$ cat src/sv/mlsc_pkg.sv
package mlsc_pkg;

   localparam int LINES_DEFAULT = 1024;
   localparam int LOCK_BITS_DEFAULT = 4;
   localparam int INDEX_W = 10;
   localparam int CMD_W = 4;

   typedef enum logic [3:0] {
      CMD_EVICT      = 4'd0,
      CMD_GETS       = 4'd1,
      CMD_GETX       = 4'd2,
      CMD_GETSEX     = 4'd3,
      CMD_PUTS       = 4'd4,
      CMD_PUTM       = 4'd5,
      CMD_PUTX       = 4'd6,
      CMD_PUTXE      = 4'd7,
      CMD_PUTE       = 4'd8,
      CMD_INV        = 4'd9,
      CMD_FETCHINV   = 4'd10,
      CMD_FETCHINVX  = 4'd11,
      CMD_FILL       = 4'd12,
      CMD_FETCH_RESP = 4'd13,
      CMD_BAD        = 4'd14
   } cmd_type;

   typedef enum logic [2:0] {
      ST_I  = 3'd0,
      ST_S  = 3'd1,
      ST_E  = 3'd2,
      ST_M  = 3'd3,
      ST_IS = 3'd4,
      ST_IM = 3'd5,
      ST_SM = 3'd6
   } state_type;

   typedef enum logic [2:0] {
      MSG_NONE = 3'd0,
      MSG_FWD  = 3'd1,
      MSG_PUTS = 3'd2,
      MSG_PUTE = 3'd3,
      MSG_PUTM = 3'd4,
      MSG_DATA = 3'd5
   } msg_type;

   typedef enum logic [1:0] {
      ERR_OK      = 2'd0,
      ERR_ILLEGAL = 2'd1,
      ERR_NODATA  = 2'd2
   } err_type;

   typedef enum logic [1:0] {
      BK_CLEAR,
      BK_IDLE,
      BK_EXEC
   } back_state_type;

   typedef struct packed {
      cmd_type              cmd;
      logic [INDEX_W-1:0]   line_index;
      logic                 in_range;
      logic                 ack_needed;
      logic                 dirty_in;
      logic                 granted_exclusive;
      logic                 load_link;
      logic                 store_conditional;
      logic                 locked_access;
      logic                 orig_is_data_request;
   } item_type;

   typedef struct packed {
      msg_type    message;
      logic       message_dirty;
      logic       write_data;
      err_type    error_code;
      state_type  new_state;
   } rsp_type;

endpackage

$ cat src/sv/mlsc_queue.sv
module mlsc_queue
   import mlsc_pkg::*;
#(
   parameter int WIDTH = 8
) (
   input  logic             clock,
   input  logic             reset,
   input  logic             push,
   input  logic [WIDTH-1:0] din,
   output logic             full,
   input  logic             pop,
   output logic [WIDTH-1:0] dout,
   output logic             empty
);

   localparam logic [1:0] DEPTH = 2'd2;

   logic [WIDTH-1:0] slot_ff [2];
   logic             wr_ptr_ff, wr_ptr_in;
   logic             rd_ptr_ff, rd_ptr_in;
   logic [1:0]       count_ff, count_in;
   logic             do_push, do_pop;

   assign full    = (count_ff == DEPTH);
   assign empty   = (count_ff == 2'd0);
   assign dout    = slot_ff[rd_ptr_ff];
   assign do_push = push && !full;
   assign do_pop  = pop && !empty;

   always_comb begin
      wr_ptr_in = do_push ? !wr_ptr_ff : wr_ptr_ff;
      rd_ptr_in = do_pop ? !rd_ptr_ff : rd_ptr_ff;
      count_in  = count_ff;
      if (do_push && !do_pop) begin
         count_in = count_ff + 2'd1;
      end else if (do_pop && !do_push) begin
         count_in = count_ff - 2'd1;
      end
   end

   always_ff @(posedge clock) begin
      if (reset) begin
         wr_ptr_ff <= 1'b0;
         rd_ptr_ff <= 1'b0;
         count_ff  <= 2'd0;
      end else begin
         wr_ptr_ff <= wr_ptr_in;
         rd_ptr_ff <= rd_ptr_in;
         count_ff  <= count_in;
      end
   end

   always_ff @(posedge clock) begin
      if (do_push) begin
         slot_ff[wr_ptr_ff] <= din;
      end
   end

endmodule

$ cat src/sv/mlsc_front.sv
module mlsc_front
   import mlsc_pkg::*;
#(
   parameter int LINES = LINES_DEFAULT
) (
   input  logic               clock,
   input  logic               reset,
   input  logic               hold,
   input  logic               req_push,
   output logic               req_full,
   input  logic [CMD_W-1:0]   req_cmd,
   input  logic [INDEX_W-1:0] req_line_index,
   input  logic               req_ack_needed,
   input  logic               req_dirty_in,
   input  logic               req_granted_exclusive,
   input  logic               req_load_link,
   input  logic               req_store_conditional,
   input  logic               req_locked_access,
   input  logic               req_orig_is_data_request,
   input  logic               head_pop,
   output item_type           head,
   output logic               head_empty
);

   localparam int ITEM_W = $bits(item_type);

   item_type          item;
   logic              q_full;
   logic [ITEM_W-1:0] q_dout;
   cmd_type           cmd_raw;

   assign cmd_raw = cmd_type'(req_cmd);

   always_comb begin
      item = '0;
      if (cmd_raw inside {[CMD_EVICT:CMD_FETCH_RESP]}) begin
         item.cmd = cmd_raw;
      end else begin
         item.cmd = CMD_BAD;
      end
      item.line_index           = req_line_index;
      item.in_range             = (32'(req_line_index) < 32'(LINES));
      item.ack_needed           = req_ack_needed;
      item.dirty_in             = req_dirty_in;
      item.granted_exclusive    = req_granted_exclusive;
      item.load_link            = req_load_link;
      item.store_conditional    = req_store_conditional;
      item.locked_access        = req_locked_access;
      item.orig_is_data_request = req_orig_is_data_request;
   end

   assign req_full = q_full || hold;
   assign head     = item_type'(q_dout);

   mlsc_queue #(.WIDTH(ITEM_W)) u_cmd_queue (
      .clock (clock),
      .reset (reset),
      .push  (req_push && !req_full),
      .din   (item),
      .full  (q_full),
      .pop   (head_pop),
      .dout  (q_dout),
      .empty (head_empty)
   );

endmodule

$ cat config.mk
export PLATFORM = sky130hd
export DESIGN_NAME = mlsc_front
export DESIGN_NICKNAME = d
export VERILOG_FILES = /design/src/sv/mlsc_pkg.sv /design/src/sv/mlsc_queue.sv /design/src/sv/mlsc_front.sv
export SDC_FILE = /design/constraint.sdc
export NUM_CORES = 1
export LEC_CHECK = 0
export BUFFER_PORTS_ARGS = -buffer_cell sky130_fd_sc_hd__clkbuf_2
export CAP_MARGIN = 20
export CORE_UTILIZATION = 35
export CTS_CLUSTER_SIZE = 8
export DETAILED_ROUTE_END_ITERATION = 6
export GPL_TIMING_DRIVEN = 0
export PLACE_DENSITY_LB_ADDON = 0.15
export SLEW_MARGIN = 15
export SYNTH_ARGS = -nofsm -noshare
export SYNTH_HDL_FRONTEND = slang
export SYNTH_HIERARCHICAL = 1
export SYNTH_SLANG_ARGS = --single-unit
$ cat constraint.sdc
create_clock -name clock -period 2.8 [get_ports clock]
set_clock_uncertainty 0.15 [all_clocks]
set_input_delay 0.42 -clock clock [delete_from_list [all_inputs] [get_ports clock]]
set_output_delay 0.42 -clock clock [all_outputs]
set_load 0.01 [all_outputs]
* After elaboration in Yosys (flattened, before gate mapping) *
Memory sizes are Yosys's and may differ from the RTL's. A register that Yosys moved wholly into a read port is not among the register bits.
Index checks and enable logic that the tools add are counted.

cells by class
  reduce and logical (&&, ||, !) cells = 16
  $add $sub $neg = 2
  $lt $le $gt $ge = 2
  muxes and demuxes = 7
  equality and inequality tests = 1

operator list
  kind                 number
  $logic_not 1->1      7
  $logic_and 1x1->1    6
  $ge 4x1->1 const B   1
  $le 4x4->1 const B   1
  $mux 1               4
  $mux 2               2
  $mux 4               1
  $add 2x1->2 const B  1
  $eq 2x2->1 const B   1
  $logic_not 2->1      1
  $reduce_bool 2->1    1
  $sub 2x1->2 const B  1
  $logic_or 1x1->1     1

word-level totals
  output and inout bits = 24
  input port bits = 26
  logic and storage cells = 32
  RAM bits = 42
  memories = 1
  flip-flop bits (word level) = 4

memory list
  memory               depth  width  read ports  clocked after Yosys merged registers in  wr ports  RTL line          RTL
  u_cmd_queue.slot_ff  2      21     1           1                                        1         mlsc_queue.sv:18  logic [WIDTH-1:0] slot_ff [2];

* Logic depth before layout (Yosys ltp) *
Gate-level depths: netlist of the first run.

  depth after elaboration = 9
  gate-level depth with buffers = 9
  mapped depth without buffers = 9

* Cells and area by module *
Netlist of the first run, hierarchy kept.

by module, submodules not included
  module      times used  sequential area each (um^2)  area an instance (um^2)  cells each
  mlsc_queue  1           1421.4                       1796.7                   93
  mlsc_front  1           0.0                          43.8                     9

* Worst setup path after synthesis of the first run *
Ideal clock, no wire load.

  path kind = register -> register
  start point = reg u_cmd_queue.count_ff[1]
  end point = mem u_cmd_queue/slot_ff[0][0] (netlist bit) (enable)
  required time = 2.273 ns
  data arrival time = 1.651 ns
  library setup time = 0.377 ns
  cell stages (with the launch flop) = 7
  buffers on the path = 0
  slack = 0.623 ns
  period minus slack after synthesis = 2.177 ns
  cells stage by stage = dfxtp_1 -> nor2b_2 -> or2_4 -> nor2_2 -> inv_1 -> or3_1 -> inv_1

on the way
  cells in the longest elaborated chain, start to end = 7
  elaborated cells between the ends (all ways) = 8
  those cells by class = eq/ne: 1; mux: 2; reduce/logical: 5

RTL lines
  item                          RTL line          RTL
  start, declared               mlsc_queue.sv:21  logic [1:0] count_ff, count_in;
  start signal, assigned        mlsc_queue.sv:49  count_ff <= count_in;
  $eq 2x2->1                    mlsc_queue.sv:24  assign full = (count_ff == DEPTH);
  net q_full                    mlsc_front.sv:28  logic q_full;
  $logic_or 1x1->1              mlsc_front.sv:52  assign req_full = q_full || hold;
  net req_full                  mlsc_front.sv:10  output logic req_full,
  $logic_not 1->1               mlsc_front.sv:58  .push (req_push && !req_full),
  $logic_and 1x1->1             mlsc_front.sv:58
  $logic_and 1x1->1             mlsc_queue.sv:27  assign do_push = push && !full;
  $mux 1                        mlsc_queue.sv:54  if (do_push) begin
  $mux 1 (not written as such)  mlsc_queue.sv:55  slot_ff[wr_ptr_ff] <= din;
  end, declared                 mlsc_queue.sv:18

The timed path passes the listed nets, and every way through them passes these cells.

* Final worst setup path of the first run *
  start point = reg u_cmd_queue.count_ff[0]
  end point = mem u_cmd_queue/slot_ff[0][4] (netlist bit) (enable)

on the way
  cells in the longest elaborated chain, start to end = 7
  elaborated cells between the ends (all ways) = 8
  those cells by class = eq/ne: 1; mux: 2; reduce/logical: 5

RTL lines
  item                              RTL line
  $eq 2x2->1 (*)                    mlsc_queue.sv:24
  net q_full                        mlsc_front.sv:28
  $logic_or 1x1->1                  mlsc_front.sv:52
  $logic_not 1->1                   mlsc_front.sv:58
  $logic_and 1x1->1                 mlsc_front.sv:58
  $logic_and 1x1->1 (*)             mlsc_queue.sv:27
  $mux 1 (*)                        mlsc_queue.sv:54
  $mux 1 (not written as such) (*)  mlsc_queue.sv:55

Mark *: on every way through the listed nets, which the timed path passes. The rest lies on a longest branch.

==> impl_metrics.env, run 1 <==
export IMPL_p_leak_nw=0.875
export IMPL_clockBufferDepth=2
export IMPL_cts_tree="built"
export IMPL_core_area_mm2=0.00507
export IMPL_initial_core_util_pct=36.3
export IMPL_outcome="complete, no violations"
export IMPL_synth_most_common_cell="edfxtp_1"
export IMPL_ys_warn_count=6
export IMPL_rsz0062_at_grt="no"
export IMPL_route_detailed_drc=0
export IMPL_hold_buffers=0
export IMPL_multi_input_area_um2=387
export IMPL_fin_crit_sh_pct=87.4
export IMPL_grt_overflow_total=0
export IMPL_drive_gt1_share_pct=51.2
export IMPL_grt_pass1_vias=932
export IMPL_cts_repair_resized=0
export IMPL_ios=50
export IMPL_clkTransAtPathRegs_ps=90
export IMPL_cts_setup_buffers=0
export IMPL_grt_max_degree=23
export IMPL_dr_wl_met3_um=205
export IMPL_nets=186
export IMPL_yosysTopAreaCell="edfxtp_1"
export IMPL_p_total_w=0.00189
export IMPL_yosys_top_cells_count="edfxtp_1, mux2_2, dfxtp_1, nor2_1, inv_1"
export IMPL_dr_wl_met2_um=1510
export IMPL_powerDensity_mw_per_mm2=829
export IMPL_ant_nets=0
export IMPL_postSynthCellCount=102
export IMPL_worstSetupPathType="reg2reg"
export IMPL_dp_slack_ps=296
export IMPL_avgSynthCellArea_um2=18.0
export IMPL_dr_pass1_iters=4
export IMPL_wire_per_inst_um=13.0
export IMPL_rows=26
export IMPL_finalHoldViolations=0
export IMPL_whs_ps=159
export IMPL_drt_wl_total_um=2990
export IMPL_max_freq_mhz=409
export IMPL_timing_final_ws_setup_ps=354
export IMPL_synth_top_area_share_pct=71.8
export IMPL_die_h_um=74.5
export IMPL_synth_edf_count=44
export IMPL_required_ps=2570
export IMPL_synthArstFlopShare_pct=0
export IMPL_synthDistinctLibCells=18
export IMPL_setup_violations_final=0
export IMPL_synth_ff_type="edfxtp_1"
export IMPL_cts_sinks=49
export IMPL_ir_drop_mv=0.480
export IMPL_m1WireLength_um=1220
export IMPL_cp_start_kind="register"
export IMPL_die_w_um=74.5
export IMPL_hold_path_class="in2reg"
export IMPL_cts_root_buf="clkbuf_8"
export IMPL_area_delta_synth_final_pct=24.1
export IMPL_drtIter0Drc=28
export IMPL_netlist_area_mm2=0.00184
export IMPL_grt_usage_pct=11.3
export IMPL_routed_top_layer="met4"
export IMPL_crit_path_end_kind="register"
export IMPL_dr_total_vias=995
export IMPL_dp_hpwl_um=2010
export IMPL_crit_fanout=22
export IMPL_fillers=480
export IMPL_register_area_mm2=0.00142
export IMPL_setup_tns_ps=0
export IMPL_grt_first_pass_wirelength_um=4370
export IMPL_slew_headroom_pct=28.8
export IMPL_clock_latency_ps=290
export IMPL_ys_seq_area_share_pct=77.2
export IMPL_synth_area_leaders="edfxtp_1, mux2_2, dfxtp_1"
export IMPL_antenna_found_initial=0
export IMPL_cts_max_level=2
export IMPL_place_congestion=0.624
export IMPL_worst_slew_pin_slew_ps=1070
export IMPL_critPathArrivalTime_ps=2220
export IMPL_maxSlewViolCount=0
export IMPL_cap_violations=0
export IMPL_die_area_mm2=0.00555
export IMPL_cts_buffers=5
export IMPL_numPortBuffers=49
export IMPL_period_needed_ps=2450
export IMPL_antenna_cells=0
export IMPL_routed_via_density=4.33
export IMPL_ys_ff_latch=49
[sequential cells by signal, summed over array words and instances, names as in the netlist, named ones only]
signal and flops:
u_cmd_queue/wr_ptr_ff 1, u_cmd_queue/rd_ptr_ff 1, u_cmd_queue/count_ff 2, u_cmd_queue/slot_ff 44
[stage by stage]
step                util [%]  std cells  area, um2
finish                  45.0        230       2280
global route            45.0        230       2280
CTS                     45.0        230       2280
detailed placement      42.9        222       2180
global placement        42.9        222       2180
floorplan                  -        103       1840
[report_power, final]
part	switching, W	internal (W)	total (W)	leakage (nW)
registers	0.0000371	0.000893	0.000930	0.444
clock network	0.000213	0.000264	0.000477	0.0528
logic	0.000254	0.000233	0.000487	0.379
[final timing paths]
kind | cells past startpoint | slack [ps] | startpoint | end
worst max-delay path | 6 | 350 | u_cmd_queue/count_ff[0]$_SDFFE_PP0P_ | u_cmd_queue/slot_ff[0][4]$_DFFE_PP_
worst min-delay path | 1 | 160 | req_line_index[8] | u_cmd_queue/slot_ff[0][16]$_DFFE_PP_
worst max register to register | 6 | 350 | u_cmd_queue/count_ff[0]$_SDFFE_PP0P_ | u_cmd_queue/slot_ff[0][4]$_DFFE_PP_
worst min register to register | 2 | 350 | u_cmd_queue/wr_ptr_ff$_SDFFE_PP0P_ | u_cmd_queue/wr_ptr_ff$_SDFFE_PP0P_
[logic make-up after synthesis]
logic type | count (synthesis) | share of synthesized area, %
other | 1 | 0.204
adders and majority gates | 1 | 0.680
buffers and inverters | 9 | 1.97
and+or+nand+nor | 11 | 3.33
AOI/OAI and AO/OA | 6 | 1.70
DFF | 49 | 77.2
xor gates and xnor gates | 3 | 1.43
muxes | 22 | 13.5
[layout make-up]
cell class,count,share of cell area (%)
clock inverters,2,1.48
plain buffers,5,0.932
flip-flops and latches,49,62.2
repair buffers,49,10.7
clock buffers,6,3.18
multi-input cells,45,16.9
inverters,4,0.658
well taps,70,3.84
[worst max-delay path, stage by stage, from the launching register on]
cell	delay, ps
dfxtp_1	430
nor2b_2	90
or2_4	240
nor2_2	70
inv_1	60
or3_1	360
inv_1	680
[layout by cell type, fill, tap and decap left out]
master | synthesis | layout
clkinv_1 | 0 | 1
clkbuf_2 | 0 | 49
nor2_1 | 5 | 5
clkbuf_8 | 0 | 5
nor2b_2 | 1 | 1
a31oi_1 | 1 | 1
xor2_1 | 3 | 3
o21ai_0 | 3 | 3
conb_1 | 1 | 2
a21oi_1 | 2 | 2
buf_2 | 2 | 2
mux2_2 | 22 | 22
or3_1 | 2 | 2
or2_4 | 1 | 1
edfxtp_1 | 44 | 44
dfxtp_1 | 5 | 5
clkbuf_1 | 3 | 4
ha_1 | 1 | 1
and2_1 | 1 | 1
nor2_2 | 1 | 1
bufinv_16 | 0 | 1
inv_1 | 4 | 4
[metal layers]
layer / vias to the layer above / GRT usage, %
li1: 484 / -
met4: 0 / 5.03
met2: 34 / 18.4
met1: 472 / 13.1
met3: 5 / 4.61
met5: - / 0
Note: power is estimated with default switching activity, not from simulation.
==> run 2, diff against run 1 <==
CTS_BUF_LIST = sky130_fd_sc_hd__clkbuf_2   (was unset)
==> run 2 against run 1 <==
Routed wire length increased by 1.1%. Global-route usage about the same. Die area unchanged. Critical path depth unchanged. Sequential share of layout area decreased by 1.8 points. Register-to-register slack got worse by 20 ps. Flip-flop and latch count unchanged. Via count increased by 4.4%. Combinational power increased by 3%. Design area increased by 3.0%. Non-clock buffer count increased by 11. Critical endpoint is now u_cmd_queue/slot_ff[0][14]$_DFFE_PP_. Largest power group unchanged. Highest routed layer unchanged.
==> impl_metrics.env, run 2 (synthesis results as in run 1) <==
export IMPL_reg2reg_depth=6
export IMPL_final_cell_mix="clkbuf_2, edfxtp_1, mux2_2, dlygate4sd3_1"
export IMPL_cts_sinks=49
export IMPL_die_w_um=74.5
export IMPL_dr_total_vias=1039
export IMPL_grt_pass1_vias=930
export IMPL_drive_gt1_share_pct=48.5
export IMPL_grt_overflow_total=0
export IMPL_required_ps=2690
export IMPL_max_freq_mhz=405
export IMPL_rsz0062_at_grt="no"
export IMPL_numPlacedInstances=222
export IMPL_worst_slew_pin_slew_ps=1060
export IMPL_timing_final_ws_setup_ps=334
export IMPL_powerDensity_mw_per_mm2=759
export IMPL_dp_slack_ps=296
export IMPL_slew_headroom_pct=29.4
export IMPL_critical_path_max_stage_delay_ps=680
export IMPL_ios=50
export IMPL_path_cells="nor2b_2, or2_4, nor2_2, inv_1, or3_1, inv_1"
export IMPL_route_detailed_drc=0
export IMPL_drt_wl_total_um=3020
export IMPL_setup_violations_final=0
export IMPL_cts_buffers=5
export IMPL_max_flop_register="u_cmd_queue/slot_ff"
export IMPL_rr_startpoint="u_cmd_queue/count_ff[0]$_SDFFE_PP0P_"
export IMPL_dp_hpwl_um=2010
export IMPL_crit_top_cell="inv_1"
export IMPL_clockBufferDepth=2
export IMPL_top_regs="u_cmd_queue/slot_ff: 44 flops, u_cmd_queue/count_ff: 2 flops"
export IMPL_hold_buffers=0
export IMPL_ant_nets=0
export IMPL_cp_start_kind="register"
export IMPL_cts_root_buf="clkbuf_2"
export IMPL_routed_via_density=4.31
export IMPL_outcome="complete, no violations"
export IMPL_numPortBuffers=49
export IMPL_worstSetupPathType="reg2reg"
export IMPL_period_needed_ps=2470
export IMPL_wire_per_inst_um=12.5
export IMPL_antenna_found_initial=0
export IMPL_core_area_mm2=0.00507
export IMPL_ir_drop_mv=0.408
export IMPL_dr_pass1_iters=4
export IMPL_hold_path_class="in2reg"
export IMPL_reg2reg_slack_ps=330
export IMPL_fillers=484
export IMPL_clock_latency_ps=390
export IMPL_p_leak_nw=0.909
export IMPL_largest_reg_flops=44
export IMPL_cts_setup_buffers=0
export IMPL_crit_fanout=22
export IMPL_fin_cells=241
export IMPL_cts_repair_resized=0
export IMPL_critPathArrivalTime_ps=2360
export IMPL_drtIter0Drc=31
export IMPL_setup_tns_ps=0
export IMPL_crit_family="simple AND/OR/NAND/NOR gates"
export IMPL_cts_max_level=2
export IMPL_crit_path_end_kind="register"
export IMPL_place_congestion=0.624
export IMPL_initial_core_util_pct=36.3
export IMPL_grt_max_degree=23
export IMPL_die_h_um=74.5
export IMPL_critPathBufInv=2
export IMPL_clkTransAtPathRegs_ps=210
export IMPL_final_core_utilization_pct=46.3
export IMPL_min_to="u_cmd_queue/slot_ff[0][8]$_DFFE_PP_"
export IMPL_hold_path_depth=1
export IMPL_antenna_cells=0
export IMPL_nets=197
export IMPL_maxSlewViolCount=0
export IMPL_grt_usage_pct=11.3
export IMPL_finalHoldViolations=0
export IMPL_grt_first_pass_wirelength_um=4350
export IMPL_cts_tree="built"
export IMPL_mostFrequentLayoutCell="clkbuf_2"
export IMPL_crit_slowest_cell="inv_1"
export IMPL_rows=26
export IMPL_area_delta_synth_final_pct=27.7
export IMPL_cap_violations=0
export IMPL_worstHoldStart="req_line_index[0]"
export IMPL_fin_crit_sh_pct=88.1
export IMPL_timing_rr_end="u_cmd_queue/slot_ff[0][14]$_DFFE_PP_"
export IMPL_die_area_mm2=0.00555
## run 2: cell count changes in the layout (fill, tap and decap cells not counted)
cell	previous run	this run
dlygate4sd3_1	0	11
clkbuf_2	49	55
clkbuf_8	5	0
clkbuf_1	4	3
## run 2: per-layer routing
layer	track usage (%)	share of wire, %
met5	0	0
met4	5.03	1.8
met3	4.61	5.7
met2	18.4	50
met1	13.0	42
## run 2: cell type report
| cell class | instances | area (um2) | area share (%) |
|---|---|---|---|
| flip-flops and latches | 49 | 1420 | 60.5 |
| multi-input cells | 45 | 387 | 16.4 |
| repair buffers | 60 | 355 | 15.1 |
| well taps | 70 | 87.6 | 3.73 |
| clock inverters | 2 | 33.8 | 1.44 |
| clock buffers | 6 | 30.0 | 1.28 |
| plain buffers | 5 | 21.3 | 0.905 |
| inverters | 4 | 15.0 | 0.639 |
## run 2: worst max path at each step
stage / slack (ps) / start / cells after the start / end
2_1_floorplan: 620 / u_cmd_queue/count_ff[1]$_SDFFE_PP0P_ / 6 / u_cmd_queue/slot_ff[0][0]$_DFFE_PP_
3_3_place_gp: 330 / hold / 6 / u_cmd_queue/slot_ff[0][9]$_DFFE_PP_
3_5_place_dp: 300 / hold / 6 / u_cmd_queue/slot_ff[0][3]$_DFFE_PP_
4_1_cts: 280 / u_cmd_queue/count_ff[0]$_SDFFE_PP0P_ / 6 / u_cmd_queue/slot_ff[0][14]$_DFFE_PP_
5_1_grt: 160 / u_cmd_queue/count_ff[0]$_SDFFE_PP0P_ / 6 / u_cmd_queue/slot_ff[0][14]$_DFFE_PP_
6_report: 330 / u_cmd_queue/count_ff[0]$_SDFFE_PP0P_ / 6 / u_cmd_queue/slot_ff[0][14]$_DFFE_PP_
## run 2: power breakdown
part | internal (W) | total (W) | switching, W
registers | 0.000893 | 0.000930 | 0.0000374
clock network | 0.000152 | 0.000354 | 0.000202
logic | 0.000242 | 0.000500 | 0.000257
total | 0.00129 | 0.00178 | 0.000497
## run 2: through the flow
stage / total power (W) / hold slack, ps / instance area [um2]
after detailed placement: 0.00145 / 334 / 2180
after CTS: 0.00181 / 3.46 / 2240
final: 0.00178 / 50.9 / 2350
after floorplan: 0.00126 / 302 / 1840
after global placement: 0.00143 / 319 / 2180
after global routing: 0.00189 / 1.21 / 2350
